### config.mk
export PLATFORM = sky130hd
export DESIGN_NAME = lidar_sector_proximity_select_top_flat
export DESIGN_NICKNAME = d
export VERILOG_FILES = /design/src/design/lsps_pkg.sv /design/src/design/lsps_if.sv /design/src/design/lsps_cfg_regs.sv /design/src/design/lsps_angle_stage.sv /design/src/design/lsps_sector_accum.sv /design/src/design/lidar_sector_proximity_select_top.sv /design/src/flat_wrapper.sv
export SDC_FILE = /design/constraint.sdc
export NUM_CORES = 1
export LEC_CHECK = 0
export BUFFER_PORTS_ARGS = -buffer_cell sky130_fd_sc_hd__buf_2
export CAP_MARGIN = 30
export CELL_PAD_IN_SITES_DETAIL_PLACEMENT = 1
export CELL_PAD_IN_SITES_GLOBAL_PLACEMENT = 2
export CORE_AREA = 2 2 200 202
export CTS_BUF_LIST = sky130_fd_sc_hd__clkbuf_8
export CTS_CLUSTER_DIAMETER = 100
export DETAILED_ROUTE_END_ITERATION = 8
export DIE_AREA = 0 0 202 204
export PLACE_DENSITY = 0.9
export SLEW_MARGIN = 20
export SYNTH_ARGS = -nofsm -noshare
export SYNTH_HDL_FRONTEND = slang
export SYNTH_SLANG_ARGS = --single-unit
export TNS_END_PERCENT = 10
### constraint.sdc
create_clock -name clk -period 16.6 [get_ports clk]
set_clock_uncertainty 0.2 [all_clocks]
set_input_delay 1.66 -clock clk [delete_from_list [all_inputs] [get_ports clk]]
set_output_delay 1.66 -clock clk [all_outputs]
set_load 0.02 [all_outputs]
### src/design/lsps_pkg.sv
// ----------------------------------------------------------------------------
// lsps_pkg: shared types and constants for the lidar sector proximity select
// Register codes, reset values, sector codes and the structs passed between
// the stages of the block.
// ----------------------------------------------------------------------------
`default_nettype none

package lsps_pkg;

  localparam int MAX_SAMPLES_DEF = 4096;

  localparam int CFG_ADDR_W = 4;
  localparam int CFG_DATA_W = 32;

  localparam int RANGE_W     = 16;
  localparam int THRESHOLD_W = 16;
  localparam int START_W     = 17;
  localparam int STEP_W      = 12;
  localparam int MIN_HITS_W  = 13;

  localparam logic [THRESHOLD_W-1:0]    THRESHOLD_RST = 16'd600;
  localparam logic signed [START_W-1:0] START_RST     = -17'sd46080;
  localparam logic [STEP_W-1:0]         STEP_RST      = 12'd22;

  localparam int DEG45  = 45 * 256;
  localparam int DEG135 = 135 * 256;

  typedef enum logic [1:0] {
    REG_THRESHOLD   = 2'd0,
    REG_START_ANGLE = 2'd1,
    REG_ANGLE_STEP  = 2'd2
  } reg_idx_t;

  typedef enum logic [1:0] {
    SEC_BACK  = 2'd0,
    SEC_RIGHT = 2'd1,
    SEC_FRONT = 2'd2,
    SEC_LEFT  = 2'd3
  } sector_t;

  typedef struct packed {
    logic [THRESHOLD_W-1:0]    threshold_mm;
    logic signed [START_W-1:0] start_angle;
    logic [STEP_W-1:0]         angle_step;
  } cfg_t;

  typedef struct packed {
    logic    close;
    logic    hit;
    sector_t sector;
    logic    last;
  } class_t;

  typedef struct packed {
    logic                  any_close;
    sector_t               direction;
    logic                  direction_changed;
    logic [MIN_HITS_W-1:0] min_hits;
  } result_t;

endpackage

`default_nettype wire

### src/design/lsps_if.sv
// ----------------------------------------------------------------------------
// lsps_if: streaming channels of the lidar sector proximity select
// Sample channel and result channel, each with valid, ready and payload.
// ----------------------------------------------------------------------------
`default_nettype none

interface lsps_in_if;
  logic                           valid;
  logic                           ready;
  logic [lsps_pkg::RANGE_W-1:0]   range_mm;
  logic                           last_of_scan;

  modport source (output valid, output range_mm, output last_of_scan, input ready);
  modport sink   (input valid, input range_mm, input last_of_scan, output ready);
endinterface

interface lsps_out_if;
  logic                              valid;
  logic                              ready;
  logic                              any_close;
  logic [1:0]                        direction;
  logic                              direction_changed;
  logic [lsps_pkg::MIN_HITS_W-1:0]   min_hits;

  modport source (output valid, output any_close, output direction,
                  output direction_changed, output min_hits, input ready);
  modport sink   (input valid, input any_close, input direction,
                  input direction_changed, input min_hits, output ready);
endinterface

`default_nettype wire

### src/design/lsps_cfg_regs.sv
// ----------------------------------------------------------------------------
// lsps_cfg_regs: APB-style configuration registers
// Holds threshold, start angle and angle step; write on the access phase,
// read back the selected register.
// ----------------------------------------------------------------------------
`default_nettype none

module lsps_cfg_regs (
  input  wire logic                            clk,
  input  wire logic                            rst_n,
  input  wire logic                            psel,
  input  wire logic                            penable,
  input  wire logic                            pwrite,
  input  wire logic [lsps_pkg::CFG_ADDR_W-1:0] paddr,
  input  wire logic [lsps_pkg::CFG_DATA_W-1:0] pwdata,
  output logic      [lsps_pkg::CFG_DATA_W-1:0] prdata,
  output logic                                 pready,
  output lsps_pkg::cfg_t                       cfg
);

  lsps_pkg::cfg_t cfg_r;
  logic           wr_en;

  assign pready = 1'b1;
  assign wr_en  = psel && penable && pwrite;
  assign cfg    = cfg_r;

  always_ff @(posedge clk) begin
    if (!rst_n) begin
      cfg_r.threshold_mm <= lsps_pkg::THRESHOLD_RST;
      cfg_r.start_angle  <= lsps_pkg::START_RST;
      cfg_r.angle_step   <= lsps_pkg::STEP_RST;
    end else if (wr_en) begin
      unique case (paddr[3:2])
        lsps_pkg::REG_THRESHOLD:   cfg_r.threshold_mm <= pwdata[lsps_pkg::THRESHOLD_W-1:0];
        lsps_pkg::REG_START_ANGLE: cfg_r.start_angle  <= $signed(pwdata[lsps_pkg::START_W-1:0]);
        lsps_pkg::REG_ANGLE_STEP:  cfg_r.angle_step   <= pwdata[lsps_pkg::STEP_W-1:0];
        default: begin
        end
      endcase
    end
  end

  always_comb begin
    unique case (paddr[3:2])
      lsps_pkg::REG_THRESHOLD:   prdata = lsps_pkg::CFG_DATA_W'(cfg_r.threshold_mm);
      lsps_pkg::REG_START_ANGLE: prdata = lsps_pkg::CFG_DATA_W'(cfg_r.start_angle);
      lsps_pkg::REG_ANGLE_STEP:  prdata = lsps_pkg::CFG_DATA_W'(cfg_r.angle_step);
      default:                   prdata = '0;
    endcase
  end

endmodule

`default_nettype wire

### src/design/lsps_angle_stage.sv
// ----------------------------------------------------------------------------
// lsps_angle_stage: sample index, angle and sector classification
// Stage one registers the threshold compare and step times index; stage two
// adds the start angle and registers the sector of the sample.
// ----------------------------------------------------------------------------
`default_nettype none

module lsps_angle_stage #(
  parameter int MAX_SAMPLES = lsps_pkg::MAX_SAMPLES_DEF
) (
  input  wire logic                         clk,
  input  wire logic                         rst_n,
  input  wire logic                         in_valid,
  output logic                              in_ready,
  input  wire logic [lsps_pkg::RANGE_W-1:0] in_range_mm,
  input  wire logic                         in_last_of_scan,
  input  wire lsps_pkg::cfg_t               cfg,
  output logic                              cls_valid,
  output lsps_pkg::class_t                  cls,
  input  wire logic                         cls_ready
);

  localparam int IW = $clog2(MAX_SAMPLES);
  localparam int PW = lsps_pkg::STEP_W + IW;
  localparam int AW = PW + 2;
  localparam logic [IW-1:0]        IDX_MAX  = IW'(MAX_SAMPLES - 1);
  localparam logic signed [AW-1:0] POS_D45  = AW'(lsps_pkg::DEG45);
  localparam logic signed [AW-1:0] NEG_D45  = AW'(-lsps_pkg::DEG45);
  localparam logic signed [AW-1:0] POS_D135 = AW'(lsps_pkg::DEG135);
  localparam logic signed [AW-1:0] NEG_D135 = AW'(-lsps_pkg::DEG135);

  logic [IW-1:0]     idx_r, idx_nxt;
  logic              s1_valid_r;
  logic              s1_close_r;
  logic              s1_last_r;
  logic [PW-1:0]     s1_prod_r;
  logic              s2_valid_r;
  lsps_pkg::class_t  s2_cls_r, cls_nxt;
  logic              s2_free;
  logic              accept;
  logic signed [AW-1:0] angle;

  assign s2_free   = !s2_valid_r || cls_ready;
  assign in_ready  = !s1_valid_r || s2_free;
  assign accept    = in_valid && in_ready;
  assign cls_valid = s2_valid_r;
  assign cls       = s2_cls_r;

  always_comb begin
    if (in_last_of_scan) begin
      idx_nxt = '0;
    end else if (idx_r != IDX_MAX) begin
      idx_nxt = idx_r + IW'(1);
    end else begin
      idx_nxt = idx_r;
    end
  end

  always_comb begin
    angle          = AW'(cfg.start_angle) + $signed({2'b00, s1_prod_r});
    cls_nxt.close  = s1_close_r;
    cls_nxt.last   = s1_last_r;
    cls_nxt.hit    = s1_close_r;
    cls_nxt.sector = lsps_pkg::SEC_BACK;
    if (angle > NEG_D45 && angle < POS_D45) begin
      cls_nxt.sector = lsps_pkg::SEC_BACK;
    end else if (angle > POS_D45 && angle < POS_D135) begin
      cls_nxt.sector = lsps_pkg::SEC_RIGHT;
    end else if (angle > POS_D135 || angle < NEG_D135) begin
      cls_nxt.sector = lsps_pkg::SEC_FRONT;
    end else if (angle < NEG_D45 && angle > NEG_D135) begin
      cls_nxt.sector = lsps_pkg::SEC_LEFT;
    end else begin
      cls_nxt.hit = 1'b0;
    end
  end

  always_ff @(posedge clk) begin
    if (!rst_n) begin
      idx_r      <= '0;
      s1_valid_r <= 1'b0;
      s2_valid_r <= 1'b0;
    end else begin
      if (accept) begin
        idx_r <= idx_nxt;
      end
      if (in_ready) begin
        s1_valid_r <= in_valid;
      end
      if (s2_free) begin
        s2_valid_r <= s1_valid_r;
      end
    end
  end

  always_ff @(posedge clk) begin
    if (accept) begin
      s1_close_r <= in_range_mm < cfg.threshold_mm;
      s1_last_r  <= in_last_of_scan;
      s1_prod_r  <= PW'(cfg.angle_step) * PW'(idx_r);
    end
    if (s2_free && s1_valid_r) begin
      s2_cls_r <= cls_nxt;
    end
  end

endmodule

`default_nettype wire

### src/design/lsps_sector_accum.sv
// ----------------------------------------------------------------------------
// lsps_sector_accum: per-sector hit counters and scan result register
// Count hits per sector, pick the least occupied sector at scan end, track
// the last reported sector and hold the result until taken.
// ----------------------------------------------------------------------------
`default_nettype none

module lsps_sector_accum #(
  parameter int MAX_SAMPLES = lsps_pkg::MAX_SAMPLES_DEF
) (
  input  wire logic             clk,
  input  wire logic             rst_n,
  input  wire logic             cls_valid,
  input  wire lsps_pkg::class_t cls,
  output logic                  cls_ready,
  output logic                  out_valid,
  output lsps_pkg::result_t     out_res,
  input  wire logic             out_ready
);

  localparam int HW = $clog2(MAX_SAMPLES + 1);
  localparam logic [HW-1:0] HITS_MAX = HW'(MAX_SAMPLES);

  logic [HW-1:0]     hits_r [4];
  logic [HW-1:0]     hits_upd [4];
  logic              close_seen_r;
  logic              rep_valid_r;
  lsps_pkg::sector_t rep_sector_r;
  logic              out_valid_r;
  lsps_pkg::result_t out_res_r, res_nxt;
  logic              slot_free;
  logic              take;
  logic              close_nxt;
  logic              lt01, lt3, lt2;
  lsps_pkg::sector_t sec_a, sec_b, dir;
  logic [HW-1:0]     h_a, h_b, h_min;

  assign slot_free = !out_valid_r || out_ready;
  assign cls_ready = !cls.last || slot_free;
  assign take      = cls_valid && cls_ready;
  assign out_valid = out_valid_r;
  assign out_res   = out_res_r;
  assign close_nxt = close_seen_r || cls.close;

  always_comb begin
    for (int i = 0; i < 4; i++) begin
      hits_upd[i] = hits_r[i] + HW'(cls.hit && (cls.sector == 2'(i)) && (hits_r[i] != HITS_MAX));
    end
  end

  always_comb begin
    lt01  = hits_upd[0] < hits_upd[1];
    sec_a = lt01 ? lsps_pkg::SEC_BACK : lsps_pkg::SEC_RIGHT;
    h_a   = lt01 ? hits_upd[0] : hits_upd[1];
    lt3   = h_a < hits_upd[3];
    sec_b = lt3 ? sec_a : lsps_pkg::SEC_LEFT;
    h_b   = lt3 ? h_a : hits_upd[3];
    lt2   = h_b < hits_upd[2];
    dir   = lt2 ? sec_b : lsps_pkg::SEC_FRONT;
    h_min = lt2 ? h_b : hits_upd[2];

    res_nxt.any_close         = close_nxt;
    res_nxt.direction         = dir;
    res_nxt.direction_changed = close_nxt && (!rep_valid_r || dir != rep_sector_r);
    res_nxt.min_hits          = lsps_pkg::MIN_HITS_W'(h_min);
  end

  always_ff @(posedge clk) begin
    if (!rst_n) begin
      for (int i = 0; i < 4; i++) begin
        hits_r[i] <= '0;
      end
      close_seen_r <= 1'b0;
      rep_valid_r  <= 1'b0;
      rep_sector_r <= lsps_pkg::SEC_BACK;
      out_valid_r  <= 1'b0;
    end else begin
      if (take && cls.last) begin
        for (int i = 0; i < 4; i++) begin
          hits_r[i] <= '0;
        end
        close_seen_r <= 1'b0;
        if (close_nxt) begin
          rep_valid_r  <= 1'b1;
          rep_sector_r <= dir;
        end
        out_valid_r <= 1'b1;
      end else begin
        if (take) begin
          hits_r       <= hits_upd;
          close_seen_r <= close_nxt;
        end
        if (out_ready) begin
          out_valid_r <= 1'b0;
        end
      end
    end
  end

  always_ff @(posedge clk) begin
    if (take && cls.last) begin
      out_res_r <= res_nxt;
    end
  end

endmodule

`default_nettype wire

### src/design/lidar_sector_proximity_select_top.sv
// ----------------------------------------------------------------------------
// lidar_sector_proximity_select_top: close obstacle sector selection
// Counts close lidar samples per angular sector and reports the least
// occupied sector at the end of each scan.
//
//   channel   | direction | transaction
//   ----------+-----------+---------------------------------------------------
//   in_if     | sink      | one range sample, last_of_scan closes the scan
//   out_if    | source    | one scan result, only for a sample with last flag
//   psel/...  | APB slave | register write/read, pready always high
//
// One sample per cycle sustained; after its last sample is accepted, a result
// passes the multiply stage, the sector stage and the result register.
// Synchronous active-low reset clears valids and counters, presets registers.
// Input stalls only while a scan-end sample waits behind an untaken result.
// ----------------------------------------------------------------------------
`default_nettype none

module lidar_sector_proximity_select_top #(
  parameter int MAX_SAMPLES = lsps_pkg::MAX_SAMPLES_DEF
) (
  input  wire logic                            clk,
  input  wire logic                            rst_n,
  lsps_in_if.sink                              in_if,
  lsps_out_if.source                           out_if,
  input  wire logic                            psel,
  input  wire logic                            penable,
  input  wire logic                            pwrite,
  input  wire logic [lsps_pkg::CFG_ADDR_W-1:0] paddr,
  input  wire logic [lsps_pkg::CFG_DATA_W-1:0] pwdata,
  output logic      [lsps_pkg::CFG_DATA_W-1:0] prdata,
  output logic                                 pready
);

  lsps_pkg::cfg_t    cfg;
  logic              cls_valid;
  logic              cls_ready;
  lsps_pkg::class_t  cls;
  lsps_pkg::result_t res;

  lsps_cfg_regs u_cfg (
    .clk     (clk),
    .rst_n   (rst_n),
    .psel    (psel),
    .penable (penable),
    .pwrite  (pwrite),
    .paddr   (paddr),
    .pwdata  (pwdata),
    .prdata  (prdata),
    .pready  (pready),
    .cfg     (cfg)
  );

  lsps_angle_stage #(
    .MAX_SAMPLES (MAX_SAMPLES)
  ) u_angle (
    .clk             (clk),
    .rst_n           (rst_n),
    .in_valid        (in_if.valid),
    .in_ready        (in_if.ready),
    .in_range_mm     (in_if.range_mm),
    .in_last_of_scan (in_if.last_of_scan),
    .cfg             (cfg),
    .cls_valid       (cls_valid),
    .cls             (cls),
    .cls_ready       (cls_ready)
  );

  lsps_sector_accum #(
    .MAX_SAMPLES (MAX_SAMPLES)
  ) u_accum (
    .clk       (clk),
    .rst_n     (rst_n),
    .cls_valid (cls_valid),
    .cls       (cls),
    .cls_ready (cls_ready),
    .out_valid (out_if.valid),
    .out_res   (res),
    .out_ready (out_if.ready)
  );

  assign out_if.any_close         = res.any_close;
  assign out_if.direction         = res.direction;
  assign out_if.direction_changed = res.direction_changed;
  assign out_if.min_hits          = res.min_hits;

`ifndef ASSERT_OFF
  a_changed_needs_close: assert property (@(posedge clk) disable iff (!rst_n)
    out_if.valid |-> (!out_if.direction_changed || out_if.any_close))
    else $error("direction_changed without any_close");

  a_quiet_scan_front: assert property (@(posedge clk) disable iff (!rst_n)
    (out_if.valid && !out_if.any_close) |->
      (out_if.min_hits == '0 && out_if.direction == lsps_pkg::SEC_FRONT))
    else $error("scan without close samples must report front with zero hits");

  a_stall_cause: assert property (@(posedge clk) disable iff (!rst_n)
    !in_if.ready |-> (out_if.valid && !out_if.ready))
    else $error("input stalled while result path is free");
`endif

endmodule

`default_nettype wire

### src/flat_wrapper.sv
// flat-port wrapper written by rule: the top's interface ports become plain ports
module lidar_sector_proximity_select_top_flat 
#(
  parameter int MAX_SAMPLES = lsps_pkg::MAX_SAMPLES_DEF
)
  (clk, rst_n, psel, penable, pwrite, paddr, pwdata, prdata, pready, in_if_valid, in_if_range_mm, in_if_last_of_scan, in_if_ready, out_if_valid, out_if_any_close, out_if_direction, out_if_direction_changed, out_if_min_hits, out_if_ready);
  lsps_in_if in_if_i ();
  lsps_out_if out_if_i ();
  input  wire logic clk;
  input  wire logic rst_n;
  input  wire logic psel;
  input  wire logic penable;
  input  wire logic pwrite;
  input  wire logic [lsps_pkg::CFG_ADDR_W-1:0] paddr;
  input  wire logic [lsps_pkg::CFG_DATA_W-1:0] pwdata;
  output logic      [lsps_pkg::CFG_DATA_W-1:0] prdata;
  output logic pready;
  input wire logic [$bits(in_if_i.valid)-1:0] in_if_valid;
  input wire logic [$bits(in_if_i.range_mm)-1:0] in_if_range_mm;
  input wire logic [$bits(in_if_i.last_of_scan)-1:0] in_if_last_of_scan;
  output wire logic [$bits(in_if_i.ready)-1:0] in_if_ready;
  output wire logic [$bits(out_if_i.valid)-1:0] out_if_valid;
  output wire logic [$bits(out_if_i.any_close)-1:0] out_if_any_close;
  output wire logic [$bits(out_if_i.direction)-1:0] out_if_direction;
  output wire logic [$bits(out_if_i.direction_changed)-1:0] out_if_direction_changed;
  output wire logic [$bits(out_if_i.min_hits)-1:0] out_if_min_hits;
  input wire logic [$bits(out_if_i.ready)-1:0] out_if_ready;
  assign in_if_i.valid = in_if_valid;
  assign in_if_i.range_mm = in_if_range_mm;
  assign in_if_i.last_of_scan = in_if_last_of_scan;
  assign in_if_ready = in_if_i.ready;
  assign out_if_valid = out_if_i.valid;
  assign out_if_any_close = out_if_i.any_close;
  assign out_if_direction = out_if_i.direction;
  assign out_if_direction_changed = out_if_i.direction_changed;
  assign out_if_min_hits = out_if_i.min_hits;
  assign out_if_i.ready = out_if_ready;
  lidar_sector_proximity_select_top #(.MAX_SAMPLES(MAX_SAMPLES)) u_core (.clk(clk), .rst_n(rst_n), .in_if(in_if_i), .out_if(out_if_i), .psel(psel), .penable(penable), .pwrite(pwrite), .paddr(paddr), .pwdata(pwdata), .prdata(prdata), .pready(pready));
endmodule
Word-level counts from Yosys, hierarchy flattened
Index checks and enable logic that the tools add are counted.

Equal/unequal tests: 11. Reductions and logical operators: 41. Bitwise logic cells: 1. Shifts and indexed selects: 0. Add/sub/neg operators: 6. Multipliers: 1. Mux-type cells: 18. Div/mod/pow operators: 0. Magnitude comparators: 12.

Operator list (number): $pmux W32 S3 (1); $add A13 B1 Y13 (4); $gt A26 B15 Y1 const B (2); $gt A26 B17 Y1 const B (2); $lt A26 B15 Y1 const B (2); $lt A26 B17 Y1 const B (2); $ne A13 B13 Y1 const B (4); $lt A13 B13 Y1 (3); $mux W13 (3); $add A17 B25 Y26 (1); $mul A12 B12 Y24 (1); $mux W12 (2); $logic_and A1 B1 Y1 (18); $lt A16 B16 Y1 (1); $add A12 B1 Y12 const B (1); $ne A12 B12 Y1 const B (1); $reduce_and A2 Y1 (5); $mux W1 (8); $mux W2 (4); $logic_or A1 B1 Y1 (7); $eq A2 B2 Y1 const B (3); $logic_not A1 Y1 (5); $eq A2 B1 Y1 const B (2); $logic_not A2 Y1 (2); other kinds (4) (6).

Memories: 0. Bits in registers: 164. Word-level logic and storage cells: 116. Bits of input ports: 60. Bits in read-only memories: 0. Bits in writable memories: 0. Bits in latches: 0. Output and inout port bits: 52.

Longest topological paths before layout
Gate-level depths: netlist (run 1).

Word-level depth: 13. Depth in mapped cells: 45. Gate-level depth less buffers: 41.

Modules after synthesis
Synthesis (run 1) repeated with hierarchy kept, for this count alone.

Cell total of the unflattened synthesis: 1841. Area, all modules: 15956.6 µm².

By module, submodules not included: lsps_angle_stage (instances 1, cells each 984, seq. area each 1211.2 µm², area each 8495.6 µm²); lsps_sector_accum (instances 1, cells each 608, seq. area each 1651.6 µm², area each 5210.0 µm²); lsps_cfg_regs (instances 1, cells each 249, seq. area each 900.9 µm², area each 2250.9 µm²).

Worst setup path after synthesis (run 1)
Ideal clock, no wire load.

Path type: register to register. Start: register u_core.u_accum.hits_r[46] in the netlist's numbering. End: register u_core.u_accum.out_res_r (netlist bit u_core.u_accum.out_res[0]) (data pin). Clock period less this slack: 8.110 ns. Stages on the path, launching flop included: 39. Path slack: 8.490 ns. Buffers on the path: 3. Arrival time: 7.648 ns. Setup time: 0.262 ns. Required time: 16.138 ns. Cell sequence: dfxtp_1 -> clkbuf_1 -> nor4b_1 -> nand4_1 -> nor4bb_1 -> ha_1 -> ha_1 -> nand4_2 -> nor2_1 -> and3_1 -> xor2_1 -> ha_1 -> a21o_1 -> a21o_1 -> a21oi_1 -> o221ai_1 -> o22ai_1 -> o21ai_2 -> [3 not listed] -> a21o_1 -> a21o_1 -> a21o_1 -> a211oi_1 -> o21ai_0 -> nor4_1 -> a211oi_2 -> clkbuf_1 -> a21o_1 -> inv_1 -> ha_1 -> a21o_1 -> a21o_1 -> a21oi_1 -> nand3_1 -> a311o_1 -> a221oi_4 -> mux2_1.

RTL lines: from (decl) (RTL line lsps_sector_accum.sv:24) `logic [HW-1:0] hits_r [4];`; from (signal assigned) (RTL line lsps_sector_accum.sv:90) `hits_r <= hits_upd;`; to (signal assigned) (RTL line lsps_sector_accum.sv:102) `out_res_r <= res_nxt;`; to (decl) (RTL line lsps_sector_accum.sv:30) `lsps_pkg::result_t out_res_r, res_nxt;`.

==> results of run 1 <==
layer usage:
layer / up-vias / GRT usage (%) / wire [um]
met5: - / 0 / 13
met4: 2 / 7.46 / 1110
met3: 61 / 3.05 / 1090
met2: 153 / 39.7 / 22100
met1: 6294 / 24.9 / 18300
li1: 6112 / - / -
cells in the final DEF (no fill, tap or decap), types with 34 or more instances in the layout:
cell type / Yosys / routed
fa_1: 101 / 101
inv_1: 160 / 160
xnor2_1: 60 / 60
o21ai_0: 48 / 48
nand3_1: 44 / 44
a21boi_0: 41 / 41
xor2_1: 75 / 75
mux2i_1: 34 / 34
a21oi_1: 67 / 66
and2_1: 48 / 48
nor2_1: 132 / 132
edfxtp_1: 48 / 48
dfxtp_1: 116 / 116
buf_2: 10 / 93
a21o_1: 36 / 36
nand2_1: 295 / 295
ha_1: 145 / 145
state kept, by name, summed over array words and instances, names as in the netlist, 2 cells and up:
name	flops
u_core.u_accum.rep_sector_r	2
u_core.u_accum.hits_r	52
u_core.u_angle.s1_prod_r	24
u_core.u_angle.idx_r	12
u_core.u_accum.out_res	17
u_core.u_cfg.cfg	45
u_core.u_angle.cls	5
cell type report:
cell class	count	area [um2]	area share, %
repair buffers	103	552	3.33
well taps	525	657	3.97
multi-input cells	1391	10600	63.9
flip-flops and latches	164	3760	22.7
clock inverters	15	175	1.06
clock buffers	17	234	1.41
inverters	161	604	3.65
final timing paths:
kind / slack [ns] / start / depth (start not counted) / endpoint
worst max register to register: 7.13 / u_core.u_accum.hits_r[41] / 38 / u_core.u_accum.out_res[0]
worst min register to register: 0.24 / u_core.u_angle.s1_last_r / 0 / u_core.u_angle.cls[0]
worst max-delay path: 7.13 / u_core.u_accum.hits_r[41] / 38 / u_core.u_accum.out_res[0]
worst min-delay path: 0.24 / u_core.u_angle.s1_last_r / 0 / u_core.u_angle.cls[0]
metrics by stage:
step | std cells | cell area, um2 | setup WS (ns) | hold slack (ns)
global placement | 2342 | 16100 | 6.92 | 0.202
CTS | 2376 | 16600 | 7.12 | 0.233
detailed placement | 2344 | 16200 | 7.18 | 0.206
floorplan | 1813 | 15400 | 8.49 | 0.200
finish | 2376 | 16600 | 7.13 | 0.236
global route | 2376 | 16600 | 6.08 | 0.249
where the power goes:
part	switching, mW	total (mW)	internal (mW)
registers	0.00764	0.426	0.419
clock network	0.189	0.317	0.128
logic	0.0703	0.112	0.0421
kinds of logic after synthesis:
kind of cell / Yosys count / synth area share [%]
other cells: 1 / 0.0244
buf+inv: 258 / 6.82
fa+ha+maj: 246 / 25.0
simple gates: 683 / 20.9
compound gates: 290 / 12.7
xor+xnor: 135 / 7.69
flops: 164 / 24.5
mux: 36 / 2.36
==> results.md, run 1 <==
- The count of cell types in the netlist is 83.
- The later pin in the worst-skew pair is clocked with a latency of 0.54 ns.
- The critical path endpoint category is a register.
- In the post-synthesis netlist, the biggest area contributors are dfxtp_1 (15%), fa_1 (13%), ha_1 (12%).
- The endpoint arrival time on the critical path is 9.56 ns.
- The layout has 4656 filler cells.
- Clock-pin slew was measured on the worst setup and hold paths at 0.10 ns.
- STA puts the critical path data required time at 16.69 ns.
- The number of nets handed over by synthesis was 2119.
- The count of final hold-check violations is 0.
- After legalization and detailed placement, the total HPWL measured 33400 um.
- The dominant cell type by area after synthesis is dfxtp_1.
- The number of DRC violations after detailed-routing iteration 0 is 472.
- In this run the tightest slew margin relative to its limit is 27.3%.
- The die height is 204 um.
- The critical path is of the register to register type.
- Averaged over all synthesized cells, the footprint is 8.48 um2.
- The gate count after technology mapping is 1813.
- For this run, the slowest stage of the critical path takes 0.91 ns.
- By count the netlist is led by nand2_1 (295), inv_1 (160), ha_1 (145), nor2_1 (132), dfxtp_1 (116).
- The Yosys step of the flow raised 0 warnings.
- After global routing the overflow that remains totals 0.
- The post-layout net count is 2144.
- Setup repair after global routing left no endpoint under its margin.
- The maximum clock frequency is 106 MHz.
- The worst IR drop on VDD is 0.0000509 V.
- In this run, synthesis produced a sequential element count of 164.
- The clock passes through at most 2 buffers.
- In the final layout, the share of cells above drive strength 1 is 8.91%.
- The cell that appears most often on the critical path is a21o_1.
- Grouping stages by cell kind, the critical path spends the most delay in compound AO/OA/AOI/OAI gates.
- The count of final max-slew check failures is 0.
- The transition time at the pin with the least slew margin is 1.09 ns.
- The cell area after technology mapping is 0.0154 mm2.
- The clock tree from TritonCTS is done.
- The share of flip-flops with an asynchronous set or reset after synthesis is 0%.
- The number of antenna-violating nets in the routed design is 0.
- The synthesis-to-layout area growth is 7.77%.
- The share of Yosys cell area claimed by the top area cell type is 15.1%.
- After detailed routing, the total wire length is 42600 um.
- Subtracting the final worst setup slack from the clock period gives 9.47 ns.
- The number of optimization iterations in the first detailed-route pass is 5.
- The pin count of the biggest net entering global routing is 55.
- Setup violations remaining at the end of the flow were counted as 0.
- Measured on the finished design, the core utilization comes to 42.3%.
- Counting flops with a built-in enable in the synthesized netlist gives 48.
- Of the available clock period, the critical path in the final layout requires 57.0%.
- The run finished with clean final reports.
- The peak fanout along the critical path is 27.
- The worst setup path is launched from a register.
- The overall power after layout is 856 uW.
- The H-tree depth is 4.
- The wire length of the first global-routing pass is 70000 um.
- The die covers 0.0412 mm2.
- The number of I/O port buffers is 93.
- For the final routed database, the setup TNS stands at 0 ns.
- The tree is rooted in a clkbuf_8.
- The global-route usage over all layers is 21.3%.
- The number of global-route vias before repair is 13550.
- The tool flagged a number of max-cap violations equal to 0.
- The DRC violation count after routing is 0.
- The final weighted congestion of routability-driven global placement is 0.835.
- In this run, CTS created clock tree buffers numbering 17.
- Detailed routing inserted a total of 12622 vias.
- The number of cell rows is 73.
- The I/O pin count is 112.
- The mean routed wirelength per cell is 17.9 um.
- The largest individual stage delay along the critical path comes from the cell a221oi_4.
- The quantity of hold-fixing buffers added after cts is 0.
- The via density per instance is 5.31.
- The number of antenna violations at the first check in global routing is 1.
- The starting density of the core is 39.2%.
- The region available for standard cell placement spans 0.0392 mm2.
- The tree built by TritonCTS fans out to 164 sinks.
- The antenna diode count is 0.
- The most common cell in the synthesized netlist is nand2_1.
- The worst hold path belongs to the class register to register.
- The number of gates resized after cts is 0.
- For this run, the leading register cell type out of synthesis is dfxtp_1.
- The power per cell area is 51.7 mW/mm2.
- In this run the post-CTS setup repair buffer count came out at 0.
- The number of buffer and inverter instances along the worst setup path is 2.
- The fraction of the yosys area taken by sequential cells is 24.5%.
- The die is 202 um wide.
- For this design the static power due to leakage is 7.63 nW.
No activity file was read; power rests on OpenSTA's default activity.
==> run 2, diff against run 1 <==
- CORE_AREA: 2 2 200 202 -> 2 2 202 204
- DIE_AREA: 0 0 202 204 -> 0 0 204 206
- PLACE_DENSITY: 0.9 -> 0.89
- clock period: 16.6 -> 9.11 ns (I/O delays scaled with it)
==> run 2 against run 1 <==
  * Fmax rose by 11%
  * Via count is 0.48% lower
  * Die area increased by 2.0%
  * Wire length is 0.26% lower
  * Sequential share of layout area down 0.094 points
  * Clock power increased by 72%
  * Largest cell class unchanged
  * Setup slack lost 6.5 ns
  * First-iteration DRC count decreased by 6.1%
  * Global-route usage decreased by 0.34 points
==> results.md, run 2 (synthesis gave the netlist of run 1 again) <==
- The run finished with clean final reports.
- The die is 206 um tall.
- The global-route usage over all layers is 21.0%.
- Once layout is done, the placed cells without fillers occupy 0.0167 mm2.
- The number of antenna violations at the first check in global routing was 0.
- The final hold slack is 0.231 ns.
- The share of power burned in combinational logic is 13.8%.
- The multi-input combinational cells in the finished layout cover a total of 0.0106 mm2.
- The final-layout setup total negative slack is 0 ns.
- The standard cell core area is 0.0402 mm2.
- The congestion estimate from routability-driven global placement came to 0.847.
- The total overflow left after global routing is 0.
- The clock network fraction of total power is 35.6%.
- STA classifies the critical path endpoint as a register.
- The H-tree depth is 4.
- The internal power summed over all cells is 1.05 mW.
- The critical path in this run is classified as register to register.
- After floorplanning, the core was divided into 74 placement rows.
- The post-layout net count is 2153.
- The power per cell area is 91.9 mW/mm2.
- CTS saw 164 sinks.
- Grouping stages by cell kind, the critical path spends the most delay in compound AO/OA/AOI/OAI gates.
- The via total after detailed routing is 12562.
- The peak fanout along the critical path is 27.
- The count of filler cells inserted in the layout is 4812.
- After detailed routing, the number of remaining DRC violations is 0.
- The worst-path cell with the longest stage delay is edfxtp_1.
- In the final layout, flip-flops and latches occupy 0.00377 mm2.
- For this run, the top clock speed supported by timing is 117 MHz.
- The worst IR drop on VDD is 0.000109 V.
- The clock reaches the later pin of the worst-skew pair after 0.57 ns.
- The number of optimization iterations in the first detailed-route pass is 4.
- Cells fill 41.5% of the core in the end.
- The number of flip-flops in the largest register is 52.
- The starting density of the core is 38.3%.
- The HPWL after detailed placement is 34000 um.
- TritonCTS built the clock tree.
- The net switching power of the design is 486 uW.
- The final cell count without fillers is 2392.
- Summed over all layers, the routed wires come to 42400 um.
- From synthesis to final layout, the design area changed by 8.39%.
- For this block, the initial DRC count from the detailed router was 443.
- The CTS clock-pin slew for the worst setup and hold paths is 0.11 ns.
- The worst slew margin relative to its limit is 38.9%.
- The count of final hold-check violations came to 0.
- The placed standard-cell area is 0.0162 mm2.
- Of the cells placed in the final design, the portion with a size suffix greater than 1 is 9.84%.
- Clock tree synthesis selected as its root buffer the cell clkbuf_8.
- Entering global routing, the biggest net connects 55 pins.
- The via density per instance is 5.25.
- The dominant cell type by count on the critical path is a21o_1.
- The total die area is 0.0420 mm2.
- The register name with the most flops is u_core.u_accum.hits_r.
- The design draws 1.53 mW.
- STA puts the critical path data arrival time at 8.63 ns.
- In this run the deepest clock path goes through 2 buffers.
- In the post-route analysis, the smallest setup slack over all paths is 0.599 ns.
- Pin placement for this block handled 112 I/O pins.
- The static leakage is 7.67 nW.
- The max capacitance violation total is 0.
- The number of global-route vias before repair came to 13515.
- The sequential cell fraction of total power is 50.7%.
- The count of buffers added on input and output ports is 93.
- The number of antenna-violating nets in the routed design is 0.
- In the final routed layout, each cell accounts on average for 17.7 um.
- Once placement completed, the tool counted placed cells totaling 2357.
- At the placement stage, the worst setup path has a slack of 0.173 ns.
- The maximum single-stage delay on the critical path is 0.53 ns.
- Counting the buffers created by CTS gives 17.
- The number of buffer and inverter instances along the worst setup path is 3.
- The type of the tightest min-delay check is register to register.
- The critical path startpoint category is a register.
- The wire length of the first global-routing pass is 68900 um.
- The count of final max-slew check failures is 0.
- Data on the critical path is required at its endpoint by 9.23 ns.
- Leaving out fill and tap cells, the most frequent cells in the layout are nand2_1 (295), inv_1 (161), ha_1 (145).
- In this run switching power makes up 31.7% of total power.
- Setup violations remaining at the end of the flow were counted as 0.
- The transition time at the pin with the least slew margin is 0.916 ns.
- For the finished layout, the period the worst path requires is 8.51 ns.
- Measured along the x axis, the die boundary spans 204 um.
- Leaving out fill and tap cells, the most frequent cell in the layout is nand2_1.
- Setup repair after global routing left no endpoint under its margin.
- The repair_antennas step left the layout with diodes totalling 0.
- The ratio of final minimum period to clock period is 93.4%.
run 2: final cells by class:
class	count	area share, %
multi-input cells	1391	63.7
clock buffers	17	1.40
flip-flops and latches	164	22.6
inverters	161	3.63
repair buffers	112	3.84
well taps	532	3.99
clock inverters	15	0.841
run 2: repair_timing:
item                                    4_1_cts  5_1_grt
endpoints found under the setup margin        0       18
resized for setup                             0       11
setup buffers                                 0        2
hold buffers                                  0        0
run 2: metal layers:
layer | vias up | global-route usage (%) | share of wire, %
li1 | 6142 | - | -
met1 | 6247 | 23.8 | 43
met2 | 120 | 38.8 | 52
met3 | 53 | 3.42 | 2.2
met4 | 0 | 8.88 | 3.3
met5 | - | 0 | 0
run 2: final timing paths:
check	start	end	slack, ns	cells past startpoint
setup / recovery	u_core.u_angle.cls[1]	u_core.u_accum.out_res[0]	0.60	40
hold / removal	u_core.u_angle.s1_last_r	u_core.u_angle.cls[0]	0.23	0
setup reg to reg	u_core.u_angle.cls[1]	u_core.u_accum.out_res[0]	0.60	40
hold reg to reg	u_core.u_angle.s1_last_r	u_core.u_angle.cls[0]	0.23	0
run 2: power by group through the flow:
stage	clock [mW]	sequential [mW]	combinational (mW)
after floorplan	0	0.787	0.150
after global placement	0	0.793	0.201
after detailed placement	0	0.793	0.209
after CTS	0.566	0.776	0.210
after global routing	0.592	0.778	0.234
final	0.545	0.776	0.211
run 2: worst register-to-register path, delay by kind of cell (launching register included):
family / cells / cell delay (ns)
xor+xnor: 1 / 0.22
simple gates: 11 / 2.02
fa+ha+maj: 5 / 1.38
compound gates: 19 / 3.10
mux: 1 / 0.32
buf+inv: 3 / 0.49
flops: 1 / 0.53
==> run 3, diff against run 2 <==
--- a/config.mk
+++ b/config.mk
@@ -16,2 +16,3 @@
 export DIE_AREA = 0 0 204 206
+export GPL_TIMING_DRIVEN = 0
 export PLACE_DENSITY = 0.89
==> constraint.sdc (replaced) <==
create_clock -name clk -period 9.11 [get_ports clk]
set_clock_uncertainty 0.2 [all_clocks]
set_input_delay 1.822 -clock clk [delete_from_list [all_inputs] [get_ports clk]]
set_output_delay 1.822 -clock clk [all_outputs]
set_load 0.02 [all_outputs]
==> run 3 against run 2 <==
  * Fmax decreased by 0.35%
  * Combinational power increased by 12%
  * Sequential cell count unchanged
  * Count of clock-buffer cells in the layout unchanged
  * Register-to-register slack got worse by 0.03 ns
==> results.md, run 3 (synthesis gave the netlist of run 1 again) <==
- The run finished with clean final reports.
- The area occupied by registers is 0.00377 mm2.
- The cell at the root of the clock tree is clkbuf_8.
- The total non-filler cell area in the finished layout is 0.0171 mm2.
- The H-tree generated during clock tree synthesis spans 4 levels.
- The ratio of final minimum period to clock period is 93.7%.
- The number of I/O port buffers is 92.
- Across every metal layer, demand over resource in global routing totals 22.2%.
- The die outline width is 204 um.
- The total die area is 0.0420 mm2.
- The number of optimization iterations in the first detailed-route pass is 7.
- The fraction of final layout cells sized beyond drive strength 1 is 11.3%.
- The clock sink count is 164.
- The worst slew margin relative to its limit is 45.7%.
- TritonCTS built the clock tree.
- Buffers inserted during clock tree synthesis total 17.
- The maximum clock frequency is 117 MHz.
- The number of flip-flops in the largest register is 52.
- For this configuration, the core starts out at a cell density of 38.3%.
- The quantity of hold-fixing buffers added after cts is 0.
- The die height is 206 um.
- After detailed routing, the average wire length per cell comes to 18.4 um.
- The transition time at the pin with the least slew margin is 0.814 ns.
- The wire length of the first global-routing pass is 72600 um.
- The antenna diode count is 0.
- The worst setup timing slack at the placement stage is -0.997 ns.
- The worst setup path is launched from a register.
- At the worst endpoint, the required time is 9.24 ns.
- The final cell count without fillers is 2475.
- The number of global-route vias before repair is 13834.
- The number of antenna violations at the first check in global routing is 0.
- The final period demand of the worst path is 8.54 ns.
- The count of filler cells inserted in the layout is 4870.
- The cell count after placement is 2438.
- The peak fanout along the critical path is 10.
- In this run the worst hold path is classified as register to register.
- The area of combinational cells with multiple inputs is 0.0107 mm2.
- At the end of the flow, the number of nets in the layout was 2236.
- The max capacitance violation total is 0.
- Setup repair after global routing left no endpoint under its margin.
- Global routing finished with a remaining overflow of 0.
- The setup-violating endpoint count in the final report is 0.
- The worst-path cell with the longest stage delay is a221oi_4.
- The count of final max-slew check failures is 0.
- In this run the standard cell core region covers 0.0402 mm2.
- In the layout the commonest cells are nand2_1 (295), inv_1 (161), ha_1 (143).
- The sum of routed wire length over all layers is 45600 um.
- The maximum clock insertion buffer count is 2.
- The placed wire-length estimate is 38200 um.
- The final weighted congestion of routability-driven global placement is 0.889.
- After the first detailed-routing iteration, the DRC count stood at 508.
- The class of the most critical setup path is register to register.
- In the routed layout, each cell is associated on average with a via count of 5.23.
- In this design, the stage delay of the slowest critical-path cell is 0.36 ns.
- The critical path endpoint category is a register.
- After detailed placement, the total cell area comes to 0.0165 mm2.
- The setup check on the worst reg-to-reg path leaves a slack of 0.57 ns.
- The most frequent standard cell in the layout excluding fill and tap cells is nand2_1.
- The static leakage is 7.85 nW.
- In this run the power density over the cells is 88.1 mW/mm2.
- Clock latency on the worst-skew pair, taken at its later pin, is 0.50 ns.
- The count of final hold-check violations was 0.
- The worst IR drop on VDD is 0.0000502 V.
- The CTS clock-pin slew for the worst setup and hold paths is 0.10 ns.
- The number of antenna-violating nets in the routed design is 0.
- The synthesis-to-layout area growth is 11.4%.
- The pin count of the biggest net entering global routing is 23.
- Among the stages of the critical path, the cell type that occurs most often is a21o_1.
- For this run, design rule violations remaining after detail routing come to 0.
- Detailed routing inserted a total of 12951 vias.
- During I/O placement, the number of pins put on the boundary was 112.
- Data on the critical path arrives at its endpoint at 8.67 ns.
- The initialized floorplan defines 74 standard-cell rows.
- The register name with the most flops is u_core.u_accum.hits_r.
- Once routing completed, OpenROAD measured the worst setup slack at 0.569 ns.
run 3: critical path, delay by kind of cell (launching register included):
family / cells / cell delay (ns)
AOI/OAI and AO/OA: 18 / 3.18
xor gates and xnor gates: 1 / 0.25
adders and majority gates: 4 / 1.09
buffers and inverters: 7 / 1.16
DFF: 1 / 0.32
muxes: 1 / 0.26
and+or+nand+nor: 12 / 1.87
run 3: path summary, 6_finish.rpt:
| check | from | endpoint | cells after the start |
|---|---|---|---|
| max reg2reg | u_core.u_accum.hits_r[27] | u_core.u_accum.out_res[10] | 43 |
| min reg2reg | u_core.u_angle.s1_last_r | u_core.u_angle.cls[0] | 0 |
| max | u_core.u_accum.hits_r[27] | u_core.u_accum.out_res[10] | 43 |
| min | u_core.u_angle.s1_last_r | u_core.u_angle.cls[0] | 0 |
run 3: routing by layer:
metal | track usage (%) | part of all wire (%)
met4 | 9.21 | 4.0
met1 | 25.3 | 42
met2 | 41.5 | 52
met5 | 0 | 0
met3 | 2.74 | 2.5
run 3: area by class of cell:
cell class                 instances  share of cell area, %
timing repair buffer             103                   3.27
buffer                            92                   2.54
inverter                         161                   3.53
tap                              532                   3.89
clock buffer                      17                   1.37
clock inverter                    15                  0.629
multi-input combinational       1391                   62.7
sequential                       164                   22.0
run 3: repair_timing:
item,in CTS,in global routing
pin swaps,3,5
setup endpoints to repair,18,18
setup buffers,5,4
gates resized for setup,18,25
run 3: power by group:
group	internal [mW]	switching, mW	leakage (nW)	total [mW]
clock network	0.190	0.310	0.175	0.500
logic	0.0909	0.145	6.26	0.236
registers	0.762	0.00967	1.41	0.772
run 3: through the flow:
stage | power (mW) | hold WS (ns) | setup TNS (ns) | utilization, %
floorplan | 0.936 | 0.200 | 0 | -
global placement | 1.01 | 0.208 | -12.87 | 41.1
detailed placement | 1.02 | 0.222 | -15.09 | 41.2
CTS | 1.52 | 0.240 | 0 | 42.3
global route | 1.57 | 0.247 | 0 | 42.6
finish | 1.51 | 0.231 | 0 | 42.6
